[src/hdl/alla_pkg.sv]
package alla_pkg;

    localparam int LUX_FRAC_BITS_DEF = 10;

    localparam int RAW_W      = 16;
    localparam int LUX_W      = 38;
    localparam int GAIN_W     = 2;
    localparam int CODE_W     = 3;
    localparam int LIMIT_W    = 16;
    localparam int SHIFT_W    = 4;
    localparam int RES_W      = 25;
    localparam int LIN_PROD_W = RAW_W + RES_W;
    localparam int LIN_W      = 50;
    localparam int LIN_FRAC   = 16;
    localparam int X_W        = 34;
    localparam int MAG_W      = 64;
    localparam int LIMB_W     = 32;
    localparam int PROD_W     = X_W + LIMB_W;
    localparam int ACC_W      = X_W + MAG_W;

    localparam int PADDR_W = 5;
    localparam int PDATA_W = 32;

    localparam logic [RES_W-1:0]        RES_Q32 = 25'd18038863;
    localparam logic [MAG_W-1:0]        C4_Q80  = 64'd726987541625;
    localparam logic signed [MAG_W-1:0] C3_Q72  = -64'sd44354354953705;
    localparam logic signed [MAG_W-1:0] C2_Q56  = 64'sd5871829222963;
    localparam logic signed [MAG_W-1:0] C1_Q46  = 64'sd70530592289273;
    localparam logic [LUX_W-1:0]        LUX_MAX = '1;

    localparam int SH_H3 = 24;
    localparam int SH_H2 = 32;
    localparam int SH_H1 = 26;

    localparam logic [GAIN_W-1:0] GAIN_X1_8 = 2'd0;
    localparam logic [GAIN_W-1:0] GAIN_X1_4 = 2'd1;
    localparam logic [GAIN_W-1:0] GAIN_X1   = 2'd2;
    localparam logic [GAIN_W-1:0] GAIN_X2   = 2'd3;

    localparam logic [CODE_W-1:0] CODE_100MS = 3'd2;
    localparam logic [CODE_W-1:0] CODE_800MS = 3'd5;

    localparam logic [2:0] REG_INTEG      = 3'd0;
    localparam logic [2:0] REG_START_GAIN = 3'd1;
    localparam logic [2:0] REG_AUTO_GAIN  = 3'd2;
    localparam logic [2:0] REG_HIGH_LIMIT = 3'd3;
    localparam logic [2:0] REG_LOW_LIMIT  = 3'd4;

    localparam logic [CODE_W-1:0]  INTEG_RST = CODE_100MS;
    localparam logic [GAIN_W-1:0]  START_GAIN_RST = GAIN_X1_8;
    localparam logic               AUTO_GAIN_RST = 1'b1;
    localparam logic [LIMIT_W-1:0] HIGH_LIMIT_RST = 16'd10000;
    localparam logic [LIMIT_W-1:0] LOW_LIMIT_RST = 16'd100;

    typedef enum logic [2:0] {
        ST_IDLE,
        ST_XFORM,
        ST_MUL_LO,
        ST_MUL_HI,
        ST_ACC,
        ST_RND,
        ST_FOLD,
        ST_DONE
    } alla_state_t;

    typedef enum logic [1:0] {
        STEP_H3,
        STEP_H2,
        STEP_H1,
        STEP_LUX
    } alla_step_t;

    typedef struct packed {
        logic       take;
        logic       xform;
        logic       mul_lo;
        logic       mul_hi;
        logic       acc_hi;
        logic       rnd;
        logic       fold;
        logic       out_load;
        alla_step_t step;
    } alla_cmd_t;

    typedef struct packed {
        logic h_nonpos;
    } alla_stat_t;

    function automatic logic [SHIFT_W-1:0] lin_shift(input logic [CODE_W-1:0] code,
                                                     input logic [GAIN_W-1:0] gain);
        logic [CODE_W-1:0]  c;
        logic [SHIFT_W-1:0] g;
        c = (code > CODE_800MS) ? CODE_100MS : code;
        case (gain)
            GAIN_X1_8: g = 4'd4;
            GAIN_X1_4: g = 4'd3;
            GAIN_X1:   g = 4'd1;
            default:   g = 4'd0;
        endcase
        return SHIFT_W'(CODE_800MS - c) + g;
    endfunction

endpackage

[src/hdl/alla_ctrl.sv]
module alla_ctrl (
    input  logic                  aclk,
    input  logic                  aresetn,
    input  logic                  s_valid,
    output logic                  s_ready,
    output logic                  m_valid,
    input  logic                  m_ready,
    output alla_pkg::alla_cmd_t   cmd,
    input  alla_pkg::alla_stat_t  stat
);
    import alla_pkg::*;

    alla_state_t state_reg, state_next;
    alla_step_t  step_reg, step_next;
    logic        m_valid_reg, m_valid_next;

    always_ff @(posedge aclk) begin
        if (!aresetn) begin
            state_reg   <= ST_IDLE;
            step_reg    <= STEP_H3;
            m_valid_reg <= 1'b0;
        end else begin
            state_reg   <= state_next;
            step_reg    <= step_next;
            m_valid_reg <= m_valid_next;
        end
    end

    always_comb begin
        state_next   = state_reg;
        step_next    = step_reg;
        m_valid_next = m_valid_reg & ~m_ready;
        cmd          = '0;
        cmd.step     = step_reg;
        s_ready      = 1'b0;
        case (state_reg)
            ST_IDLE: begin
                s_ready = 1'b1;
                if (s_valid) begin
                    cmd.take   = 1'b1;
                    state_next = ST_XFORM;
                end
            end
            ST_XFORM: begin
                cmd.xform  = 1'b1;
                step_next  = STEP_H3;
                state_next = ST_MUL_LO;
            end
            ST_MUL_LO: begin
                if (step_reg == STEP_LUX && stat.h_nonpos) begin
                    state_next = ST_DONE;
                end else begin
                    cmd.mul_lo = 1'b1;
                    state_next = ST_MUL_HI;
                end
            end
            ST_MUL_HI: begin
                cmd.mul_hi = 1'b1;
                state_next = ST_ACC;
            end
            ST_ACC: begin
                cmd.acc_hi = 1'b1;
                state_next = ST_RND;
            end
            ST_RND: begin
                cmd.rnd    = 1'b1;
                state_next = (step_reg == STEP_LUX) ? ST_DONE : ST_FOLD;
            end
            ST_FOLD: begin
                cmd.fold   = 1'b1;
                step_next  = alla_step_t'(step_reg + 2'd1);
                state_next = ST_MUL_LO;
            end
            ST_DONE: begin
                if (!m_valid_reg || m_ready) begin
                    cmd.out_load = 1'b1;
                    m_valid_next = 1'b1;
                    state_next   = ST_IDLE;
                end
            end
            default: begin
                state_next = ST_IDLE;
            end
        endcase
    end

    assign m_valid = m_valid_reg;

endmodule

[src/hdl/alla_dp.sv]
module alla_dp #(
    parameter int LUX_FRAC_BITS = alla_pkg::LUX_FRAC_BITS_DEF
) (
    input  logic                         aclk,
    input  logic                         aresetn,
    input  alla_pkg::alla_cmd_t          cmd,
    output alla_pkg::alla_stat_t         stat,
    input  logic [alla_pkg::RAW_W-1:0]   raw_count,
    input  logic [alla_pkg::CODE_W-1:0]  integration_code,
    input  logic                         auto_gain_enable,
    input  logic [alla_pkg::LIMIT_W-1:0] high_count_limit,
    input  logic [alla_pkg::LIMIT_W-1:0] low_count_limit,
    input  logic                         gain_load,
    input  logic [alla_pkg::GAIN_W-1:0]  gain_load_value,
    output logic [alla_pkg::LUX_W-1:0]   lux_fixed,
    output logic [alla_pkg::GAIN_W-1:0]  gain_used,
    output logic [alla_pkg::GAIN_W-1:0]  next_gain,
    output logic                         gain_changed,
    output logic                         lux_saturated
);
    import alla_pkg::*;

    localparam int SH_LUX = 62 - LUX_FRAC_BITS;
    localparam logic [ACC_W-1:0] HALF_H3  = ACC_W'(1) << (SH_H3 - 1);
    localparam logic [ACC_W-1:0] HALF_H2  = ACC_W'(1) << (SH_H2 - 1);
    localparam logic [ACC_W-1:0] HALF_H1  = ACC_W'(1) << (SH_H1 - 1);
    localparam logic [ACC_W-1:0] HALF_LUX = ACC_W'(1) << (SH_LUX - 1);
    localparam logic [LIN_W-1:0] LIN_HALF = LIN_W'(1) << (LIN_FRAC - 1);

    logic [GAIN_W-1:0]   gain_reg, gain_next;
    logic [GAIN_W-1:0]   used_reg, used_next;
    logic [GAIN_W-1:0]   adj_reg, adj_next;
    logic                changed_reg, changed_next;
    logic [SHIFT_W-1:0]  shift_reg, shift_next;
    logic [PROD_W-1:0]   prod_reg, prod_next;
    logic [X_W-1:0]      x_reg, x_next;
    logic [MAG_W-1:0]    mag_reg, mag_next;
    logic                neg_reg, neg_next;
    logic [ACC_W-1:0]    acc_reg, acc_next;
    logic [MAG_W-1:0]    rnd_reg, rnd_next;
    logic [LUX_W-1:0]    lux_reg, lux_next;
    logic [GAIN_W-1:0]   out_used_reg, out_used_next;
    logic [GAIN_W-1:0]   out_next_reg, out_next_next;
    logic                out_changed_reg, out_changed_next;
    logic                out_sat_reg, out_sat_next;

    logic                      step_dn, step_up;
    logic [GAIN_W-1:0]         gain_adj;
    logic [LIN_PROD_W-1:0]     lin_prod;
    logic [LIN_W-1:0]          lin_round;
    logic [LIMB_W-1:0]         limb;
    logic [PROD_W-1:0]         mul_prod;
    logic [MAG_W-1:0]          rnd_val;
    logic signed [MAG_W-1:0]   term;
    logic signed [MAG_W-1:0]   h_base;
    logic signed [MAG_W-1:0]   h_fold;
    logic                      lux_over;

    always_ff @(posedge aclk) begin
        if (!aresetn) begin
            gain_reg <= GAIN_X1_8;
        end else begin
            gain_reg <= gain_next;
        end
    end

    always_ff @(posedge aclk) begin
        used_reg        <= used_next;
        adj_reg         <= adj_next;
        changed_reg     <= changed_next;
        shift_reg       <= shift_next;
        prod_reg        <= prod_next;
        x_reg           <= x_next;
        mag_reg         <= mag_next;
        neg_reg         <= neg_next;
        acc_reg         <= acc_next;
        rnd_reg         <= rnd_next;
        lux_reg         <= lux_next;
        out_used_reg    <= out_used_next;
        out_next_reg    <= out_next_next;
        out_changed_reg <= out_changed_next;
        out_sat_reg     <= out_sat_next;
    end

    always_comb begin
        step_dn  = auto_gain_enable && (raw_count > high_count_limit) && (gain_reg != GAIN_X1_8);
        step_up  = auto_gain_enable && !(raw_count > high_count_limit)
                   && (raw_count < low_count_limit) && (gain_reg != GAIN_X2);
        gain_adj = step_dn ? gain_reg - 2'd1 : (step_up ? gain_reg + 2'd1 : gain_reg);

        lin_prod  = LIN_PROD_W'(raw_count) * LIN_PROD_W'(RES_Q32);
        lin_round = (LIN_W'(prod_reg[LIN_PROD_W-1:0]) << shift_reg) + LIN_HALF;

        limb     = cmd.mul_hi ? mag_reg[MAG_W-1:LIMB_W] : mag_reg[LIMB_W-1:0];
        mul_prod = PROD_W'(x_reg) * PROD_W'(limb);

        case (cmd.step)
            STEP_H3: rnd_val = MAG_W'((acc_reg + HALF_H3) >> SH_H3);
            STEP_H2: rnd_val = MAG_W'((acc_reg + HALF_H2) >> SH_H2);
            STEP_H1: rnd_val = MAG_W'((acc_reg + HALF_H1) >> SH_H1);
            default: rnd_val = MAG_W'((acc_reg + HALF_LUX) >> SH_LUX);
        endcase

        case (cmd.step)
            STEP_H3: h_base = C3_Q72;
            STEP_H2: h_base = C2_Q56;
            default: h_base = C1_Q46;
        endcase
        term   = neg_reg ? -$signed(rnd_reg) : $signed(rnd_reg);
        h_fold = h_base + term;

        stat.h_nonpos = neg_reg || (mag_reg == '0);
        lux_over      = rnd_reg > MAG_W'(LUX_MAX);

        gain_next        = gain_reg;
        used_next        = used_reg;
        adj_next         = adj_reg;
        changed_next     = changed_reg;
        shift_next       = shift_reg;
        prod_next        = prod_reg;
        x_next           = x_reg;
        mag_next         = mag_reg;
        neg_next         = neg_reg;
        acc_next         = acc_reg;
        rnd_next         = rnd_reg;
        lux_next         = lux_reg;
        out_used_next    = out_used_reg;
        out_next_next    = out_next_reg;
        out_changed_next = out_changed_reg;
        out_sat_next     = out_sat_reg;

        if (gain_load) begin
            gain_next = gain_load_value;
        end else if (cmd.take) begin
            gain_next = gain_adj;
        end

        if (cmd.take) begin
            used_next    = gain_reg;
            adj_next     = gain_adj;
            changed_next = step_dn | step_up;
            shift_next   = lin_shift(integration_code, gain_reg);
            prod_next    = PROD_W'(lin_prod);
        end

        if (cmd.xform) begin
            x_next   = lin_round[LIN_W-1:LIN_FRAC];
            mag_next = C4_Q80;
            neg_next = 1'b0;
        end

        if (cmd.mul_lo || cmd.mul_hi) begin
            prod_next = mul_prod;
        end
        if (cmd.mul_hi) begin
            acc_next = ACC_W'(prod_reg);
        end
        if (cmd.acc_hi) begin
            acc_next = acc_reg + (ACC_W'(prod_reg) << LIMB_W);
        end
        if (cmd.rnd) begin
            rnd_next = rnd_val;
        end
        if (cmd.fold) begin
            neg_next = h_fold[MAG_W-1];
            mag_next = h_fold[MAG_W-1] ? $unsigned(-h_fold) : $unsigned(h_fold);
        end

        if (cmd.out_load) begin
            out_used_next    = used_reg;
            out_next_next    = adj_reg;
            out_changed_next = changed_reg;
            if (stat.h_nonpos) begin
                lux_next     = '0;
                out_sat_next = 1'b0;
            end else if (lux_over) begin
                lux_next     = LUX_MAX;
                out_sat_next = 1'b1;
            end else begin
                lux_next     = rnd_reg[LUX_W-1:0];
                out_sat_next = 1'b0;
            end
        end
    end

    assign lux_fixed     = lux_reg;
    assign gain_used     = out_used_reg;
    assign next_gain     = out_next_reg;
    assign gain_changed  = out_changed_reg;
    assign lux_saturated = out_sat_reg;

endmodule

[src/hdl/ambient_light_lux_autogain.sv]
// Ambient light lux conversion with automatic gain stepping.
// Input channel (s_valid/s_ready, s_raw_count): one raw 16-bit light count
// per item. Result channel (m_valid/m_ready): corrected lux in units of
// 2^-LUX_FRAC_BITS lux, the gain applied, the gain kept for the next item,
// and flags for a gain step and for a clipped lux value.
// Configuration goes through the APB port, one 32-bit register per word:
// integration code, start gain (a write loads the kept gain), auto-gain
// enable, high and low count limits. pready is always high.
// After acceptance, the item passes through the input transform and then the
// Horner steps; the last (lux) step is skipped when the polynomial is not
// positive. The single 34x32 multiplier works through the eight partial
// products of the four Horner steps.
// s_ready is high only while the block is idle; a finished result waits in
// the output register, and the next item is accepted meanwhile. If the
// receiver still stalls when the next result is ready, the block holds it
// until the output register frees.
// Reset (aresetn low at a clock edge) drops any item in flight, clears
// m_valid and loads the register defaults and gain x1/8.
module ambient_light_lux_autogain #(
    parameter int LUX_FRAC_BITS = alla_pkg::LUX_FRAC_BITS_DEF
) (
    input  logic                         aclk,
    input  logic                         aresetn,
    input  logic                         s_valid,
    output logic                         s_ready,
    input  logic [alla_pkg::RAW_W-1:0]   s_raw_count,
    output logic                         m_valid,
    input  logic                         m_ready,
    output logic [alla_pkg::LUX_W-1:0]   m_lux_fixed,
    output logic [alla_pkg::GAIN_W-1:0]  m_gain_used,
    output logic [alla_pkg::GAIN_W-1:0]  m_next_gain,
    output logic                         m_gain_changed,
    output logic                         m_lux_saturated,
    input  logic                         psel,
    input  logic                         penable,
    input  logic                         pwrite,
    input  logic [alla_pkg::PADDR_W-1:0] paddr,
    input  logic [alla_pkg::PDATA_W-1:0] pwdata,
    output logic [alla_pkg::PDATA_W-1:0] prdata,
    output logic                         pready
);
    import alla_pkg::*;

    logic [CODE_W-1:0]  integ_reg, integ_next;
    logic [GAIN_W-1:0]  start_gain_reg, start_gain_next;
    logic               auto_gain_reg, auto_gain_next;
    logic [LIMIT_W-1:0] high_limit_reg, high_limit_next;
    logic [LIMIT_W-1:0] low_limit_reg, low_limit_next;

    logic               wr_en;
    logic [2:0]         reg_idx;
    logic               gain_load;
    alla_cmd_t          cmd;
    alla_stat_t         stat;

    assign pready  = 1'b1;
    assign wr_en   = psel & penable & pwrite;
    assign reg_idx = paddr[PADDR_W-1:2];

    always_ff @(posedge aclk) begin
        if (!aresetn) begin
            integ_reg      <= INTEG_RST;
            start_gain_reg <= START_GAIN_RST;
            auto_gain_reg  <= AUTO_GAIN_RST;
            high_limit_reg <= HIGH_LIMIT_RST;
            low_limit_reg  <= LOW_LIMIT_RST;
        end else begin
            integ_reg      <= integ_next;
            start_gain_reg <= start_gain_next;
            auto_gain_reg  <= auto_gain_next;
            high_limit_reg <= high_limit_next;
            low_limit_reg  <= low_limit_next;
        end
    end

    always_comb begin
        integ_next      = integ_reg;
        start_gain_next = start_gain_reg;
        auto_gain_next  = auto_gain_reg;
        high_limit_next = high_limit_reg;
        low_limit_next  = low_limit_reg;
        gain_load       = 1'b0;
        if (wr_en) begin
            case (reg_idx)
                REG_INTEG:      integ_next = pwdata[CODE_W-1:0];
                REG_START_GAIN: begin
                    start_gain_next = pwdata[GAIN_W-1:0];
                    gain_load       = 1'b1;
                end
                REG_AUTO_GAIN:  auto_gain_next = pwdata[0];
                REG_HIGH_LIMIT: high_limit_next = pwdata[LIMIT_W-1:0];
                REG_LOW_LIMIT:  low_limit_next = pwdata[LIMIT_W-1:0];
                default: ;
            endcase
        end
    end

    always_comb begin
        case (reg_idx)
            REG_INTEG:      prdata = PDATA_W'(integ_reg);
            REG_START_GAIN: prdata = PDATA_W'(start_gain_reg);
            REG_AUTO_GAIN:  prdata = PDATA_W'(auto_gain_reg);
            REG_HIGH_LIMIT: prdata = PDATA_W'(high_limit_reg);
            REG_LOW_LIMIT:  prdata = PDATA_W'(low_limit_reg);
            default:        prdata = '0;
        endcase
    end

    alla_ctrl u_ctrl (
        .aclk    (aclk),
        .aresetn (aresetn),
        .s_valid (s_valid),
        .s_ready (s_ready),
        .m_valid (m_valid),
        .m_ready (m_ready),
        .cmd     (cmd),
        .stat    (stat)
    );

    alla_dp #(
        .LUX_FRAC_BITS (LUX_FRAC_BITS)
    ) u_dp (
        .aclk             (aclk),
        .aresetn          (aresetn),
        .cmd              (cmd),
        .stat             (stat),
        .raw_count        (s_raw_count),
        .integration_code (integ_reg),
        .auto_gain_enable (auto_gain_reg),
        .high_count_limit (high_limit_reg),
        .low_count_limit  (low_limit_reg),
        .gain_load        (gain_load),
        .gain_load_value  (pwdata[GAIN_W-1:0]),
        .lux_fixed        (m_lux_fixed),
        .gain_used        (m_gain_used),
        .next_gain        (m_next_gain),
        .gain_changed     (m_gain_changed),
        .lux_saturated    (m_lux_saturated)
    );

endmodule

[config.mk]
export PLATFORM = sky130hd
export DESIGN_NAME = ambient_light_lux_autogain
export DESIGN_NICKNAME = d
export VERILOG_FILES = /design/src/hdl/alla_pkg.sv /design/src/hdl/alla_ctrl.sv /design/src/hdl/alla_dp.sv /design/src/hdl/ambient_light_lux_autogain.sv
export SDC_FILE = /design/constraint.sdc
export NUM_CORES = 2
export LEC_CHECK = 0
export ABC_AREA = 0
export BUFFER_PORTS_ARGS = -buffer_cell sky130_fd_sc_hd__buf_4
export CAP_MARGIN = 20
export CORE_MARGIN = 1.5
export CORE_UTILIZATION = 60
export CTS_BUF_LIST = sky130_fd_sc_hd__clkbuf_8
export DETAILED_ROUTE_END_ITERATION = 7
export GPL_ROUTABILITY_DRIVEN = 0
export GPL_TIMING_DRIVEN = 1
export PLACE_DENSITY = 0.77
export SYNTH_ARGS = -nofsm -noshare
export SYNTH_HDL_FRONTEND = slang
export SYNTH_SLANG_ARGS = --single-unit
[constraint.sdc]
create_clock -name aclk -period 11 [get_ports aclk]
set_clock_uncertainty 0.05 [all_clocks]
set_input_delay 1.1 -clock aclk [delete_from_list [all_inputs] [get_ports aclk]]
set_output_delay 1.1 -clock aclk [all_outputs]
set_load 0.1 [all_outputs]
* Yosys cells after proc, flatten, opt, wreduce, memory -nomap -nowiden *
Cells that the tools add are included.

storage, ports and cells
  flip-flop bits (word level) = 426
  input port bits = 60
  output and inout port bits = 79

cells by class
  add/subtract/negate cells = 14
  multipliers = 2
  $lt $le $gt $ge = 4
  equal/unequal tests = 19
  shift operators = 1
  mux-type cells = 45
  bitwise logic cells = 5
  reductions and logical operators = 29

operator list
  cell                    number
  $mux 64                 4
  $mux 98                 2
  $pmux 64 s3             1
  $mux 66                 2
  $neg 64->64             2
  $pmux 64 s2             1
  $add 98x52->98 const B  1
  $add 98x98->98          1
  $add 96x32->96 const B  1
  $add 90x26->90 const B  1
  $add 88x24->88 const B  1
  $pmux 16 s5             1
  $mul 34x32->66          1
  $add 64x64->64          1
  $gt 64x38->1 const B    1
  $logic_not 64->1        1
  $add 50x16->50 const B  1
  $shl 41x4->50           1
  $mul 16x25->41 const B  1
  $mux 38                 1
  $mux 32                 1
  $pmux 3 s7              1
  $mux 1                  20
  $gt 16x16->1            1
  other kinds (29)        70

* Longest topological paths before layout *
  depth in word-level cells = 9
  mapped depth = 36
  gate-level depth less buffers = 33

* Modules after synthesis *
A second synthesis with hierarchy kept.

second synthesis, totals
  cell total of the unflattened synthesis = 7972
  area total of the unflattened synthesis = 72632.2 sq um

by module, submodules not included
  module                      instances  cells each  area each (sq um)
  alla_dp                     1          7704        70267.4
  ambient_light_lux_autogain  1          210         1889.3
  alla_ctrl                   1          58          475.5

* Worst setup path after synthesis *
No wires, ideal clock.

  path type = register -> register
  from = register u_ctrl.state_reg[0]
  to = register u_dp.prod_reg[57] (data pin)
  library setup time = 0.258 ns
  arrival time = 9.357 ns
  setup slack = 1.335 ns
  cell stages (with the launch flop) = 37
  path buffers = 3
  cell sequence = dfxtp_1 > ha_1 > nor2b_1 > clkbuf_1 > buf_1 > mux2_2 > clkbuf_1 > nand2_1 > fa_1 > inv_1 > fa_1 > inv_1 > fa_1 > fa_1 > inv_1 > fa_1 > inv_1 > fa_1 > inv_1 > fa_1 > inv_1 > fa_1 > inv_1 > ha_1 > a21oi_1 > nand2_1 > a311o_1 > a21o_1 > a21oi_1 > o2111a_1 > nor3_1 > o41a_1 > o21ai_0 > o21ai_0 > a41o_1 > a21o_1 > mux2i_1

on the way
  word-level cells in the longest chain between the ends = 5
  elaborated cells on any way between the ends = 8
  those cells by class = 1 x mul; 2 x eq/ne; 4 x mux; 1 x reduce/logical

ends and longest elaborated chain
  what                    RTL line         source
  from (decl)             alla_ctrl.sv:13  alla_state_t state_reg, state_next;
  from (signal assigned)  alla_ctrl.sv:23  state_reg <= state_next;
  $eq 3x2->1              alla_ctrl.sv:36  case (state_reg)
  $mux 1                  alla_ctrl.sv:36
  $mux 32                 alla_dp.sv:94    limb = cmd.mul_hi ? mag_reg[MAG_W-1:LIMB_W] : mag_reg[LIMB_W-1:0];
  $mul 34x32->66          alla_dp.sv:95    mul_prod = PROD_W'(x_reg) * PROD_W'(limb);
  $mux 66 (*)             alla_dp.sv:152   if (cmd.mul_lo || cmd.mul_hi) begin
  to (signal assigned)    alla_dp.sv:72    prod_reg <= prod_next;
  to (decl)               alla_dp.sv:35    logic [PROD_W-1:0] prod_reg, prod_next;

Every way passes the cells marked *; elsewhere a longest branch is shown, timed or not.
A chain may end at the register's enable or synchronous reset.

* Worst setup path in the final report *
  from = register u_ctrl.state_reg[0]
  to = register u_dp.prod_reg[64] (data pin)

The elaborated chain is that of the path after synthesis.

==> results.yml <==
run_status:
  run_status: "finished clean"
clock_tree:
  clk_path_buf_depth: 3
  cts_root_buffer: "clkbuf_8"
  cts_hold_buffers: 0
  clkLatencyLatePin_ns: 0.69
  cts_buffers: 69
  htree_levels: 3
  cts_tree: "yes"
  clkTransAtPathRegs_ns: 0.06
  clock_sink_count: 403
timing:
  slew_violations: 0
  rsz0062_at_grt: "no"
  tns_ns: 0
  final.min_clock_period_ns: 10.44
  finalWorstSetupSlack_ns: 0.561
  finalSetupViolations: 0
  period_share_pct: 94.9
  fmax_mhz: 95.8
  tightest_slew_ns: 1.19
  slew_headroom_pct: 19.6
  finalHoldViolations: 0
hold_path:
  hold_path.class: "flip-flop to flip-flop"
yosys:
  synth_area_sq_um: 73100
  yosysSeqAreaShare_pct: 15.9
  synth_edf_count: 357
  synth-main-ff-cell: "edfxtp_1"
  postSynthCellCount: 8244
  synth.distinct_cells: 98
  syn_avg_cell_area_sq_um: 8.87
  ys_ff_latch: 403
  ys_warn_count: 0
  async_reset_ff_share_pct: 0
cells_and_area:
  final_cell_count_no_fill: 9786
  fin_nets: 9830
  fin_area_sq_um: 76500
  largest_register_ffs: 75
  area_growth_syn_to_layout_pct: 4.64
  fillers: 10100
  drive_gt1_share_pct: 5.78
  multi_input_area_sq_um: 55300
  seq_area_sq_um: 11600
route:
  first_pass_iters: 6
  ant_nets: 0
  first_iter_violations: 5178
  dr_total_vias: 59900
  via_per_inst: 6.12
  wire_per_inst_um: 21.4
  wl_um: 209000
  drc: 0
worst_setup_path:
  cp-endpoint: "u_dp.prod_reg[64]$_SDFFCE_PP0P_"
  path_class: "flip-flop to flip-flop"
  r2r_setup_slack_ns: 0.56
  critical-path-max-stage-delay_ns: 0.63
  worstPathRequired_ns: 11.38
  start_kind: "flip-flop"
  cp-end-kind: "flip-flop"
  rr_worst_depth: 30
  reg2reg_to: "u_dp.prod_reg[64]$_SDFFCE_PP0P_"
  worst_ep_arrival_time_ns: 10.82
  rr_startpoint: "u_ctrl.state_reg[0]$_SDFFE_PN0P_"
  worst-path-max-fanout: 34
  path_common_cell: "fa_1"
  crit_slowest_cell: "mux2_2"
  timing.critical_path.from: "u_ctrl.state_reg[0]$_SDFFE_PN0P_"
grt:
  grt_pass1_vias: 61600
  busiest_layer: "met2"
  overflow: 0
  grtUsageMet3_pct: 7.37
  grt.met1_usage_pct: 43.6
  grtUsageTotal_pct: 33.9
  grtUsageMet2_pct: 53.6
  antenna_found_initial: 8
  grt_pass1_wl_um: 333000
  grt_max_degree: 110
floorplanning:
  die_x_um: 352
  start_util_pct: 60.7
  dieArea_sq_um: 124000
  coreArea_sq_um: 120000
  rows: 127
  die_h_um: 352
  io_pins: 139
placement:
  place_area_sq_um: 75300
  port_buffers: 103
  place_ws_ns: 0.642
  numPlacedInstances: 9662
  hpwl_um: 168000
flow_run:
  maxCapViolCount: 0
==> cell type report <==
type / count / share of cell area (%)
Inverter: 1259 / 6.17
Timing Repair Buffer: 207 / 2.06
Sequential cell: 403 / 15.2
Clock inverter: 48 / 0.327
Tap cell: 1612 / 2.64
Clock buffer: 73 / 1.31
Antenna cell: 3 / 0.00981
Multi-Input combinational cell: 6181 / 72.3
==> placed cells by master, fill, tap and decap left out, types with 205 or more instances in the layout <==
cell type     n
edfxtp_1    357
inv_1      1274
a21oi_1     314
nor2_1      345
nand2_1    1202
o21ai_0     299
xnor2_1     277
fa_1       1035
and2_1      473
buf_4       205
ha_1        610
==> worst min path at each step <==
stage	start	endpoint	cells after the start
global placement	u_dp.used_reg[1]$_DFFE_PP_	u_dp.gain_used[1]$_DFFE_PP_	0
global route	u_dp.used_reg[1]$_DFFE_PP_	u_dp.gain_used[1]$_DFFE_PP_	0
floorplan	u_dp.changed_reg$_DFFE_PP_	u_dp.gain_changed$_DFFE_PP_	0
detailed placement	u_dp.used_reg[1]$_DFFE_PP_	u_dp.gain_used[1]$_DFFE_PP_	0
CTS	u_dp.used_reg[0]$_DFFE_PP_	u_dp.gain_used[0]$_DFFE_PP_	0
finish	u_dp.used_reg[0]$_DFFE_PP_	u_dp.gain_used[0]$_DFFE_PP_	0
==> cell usage after synthesis (all sizes together) (12+ instances only) <==
cell type  instances  area (sq um)
nand3            125           626
ha               614          7680
nor3              87           435
inv             1258          4720
a211oi            22           170
nor2b             89           557
a22o              12           105
dfxtp             46           921
o211ai            27           208
nor4              52           365
or2               39           244
clkbuf           366          1370
buf               50           265
and2             477          2980
o21ai            300          1500
or3               43           274
xnor2            278          2440
a21boi            37           278
and4              22           193
o31ai             42           315
mux2i             51           510
nand4             54           338
and3              60           375
nand3b            18           135
mux2              47           529
o21bai            38           285
xor2             132          1160
mux4              38           856
nor3b             14           115
a22oi             55           413
nand2           1204          4520
o21a              36           270
or4               16           128
a21o             143          1070
a21oi            315          1580
o41ai             17           156
nor2             346          1300
a31oi             38           238
fa              1035         20700
edfxtp           357         10700
nand2b            58           363
==> worst max-delay path: cells and delay by family (launching register included) <==
kind | cells | cell delay [ns]
fa+ha+maj | 10 | 4.77
buf+inv | 5 | 0.45
flops | 1 | 0.38
mux | 2 | 0.86
simple gates | 6 | 1.33
compound gates | 7 | 2.31
==> per-stage QoR <==
| step | utilization [%] | hold slack (ns) |
|---|---|---|
| after floorplan | - | 0.350 |
| after global placement | 62.5 | 0.355 |
| after detailed placement | 62.5 | 0.355 |
| after CTS | 63.5 | 0.366 |
| after global routing | 63.5 | 0.378 |
| final | 63.5 | 0.366 |
==> timing repair <==
item | in CTS | in global routing
buffers inserted | 0 | 0
setup endpoints to repair | 0 | 1
gates resized for setup | 0 | 2
==> layer usage <==
metal / vias up / wire length (um)
li1: 26600 / -
met1: 29400 / 80100
met2: 3170 / 94200
met3: 717 / 21800
met4: 4 / 13200
met5: - / 26
==> kinds of logic (layout without fill, tap and decap cells) <==
group           after synthesis  in the layout  share of synthesized area [%]
compound gates             1234           1234                           10.9
xor+xnor                    410            410                           4.92
fa+ha+maj                  1649           1649                           38.8
buf+inv                    1675           1587                           8.70
flops                       403            403                           15.9
mux                         136            136                           2.59
other cells                   2             20                         0.0103
simple gates               2735           2735                           18.1
Power is left out: the tool's default activity adds up to more than one toggle a clock period on the data nets, which glitch-free logic cannot reach.
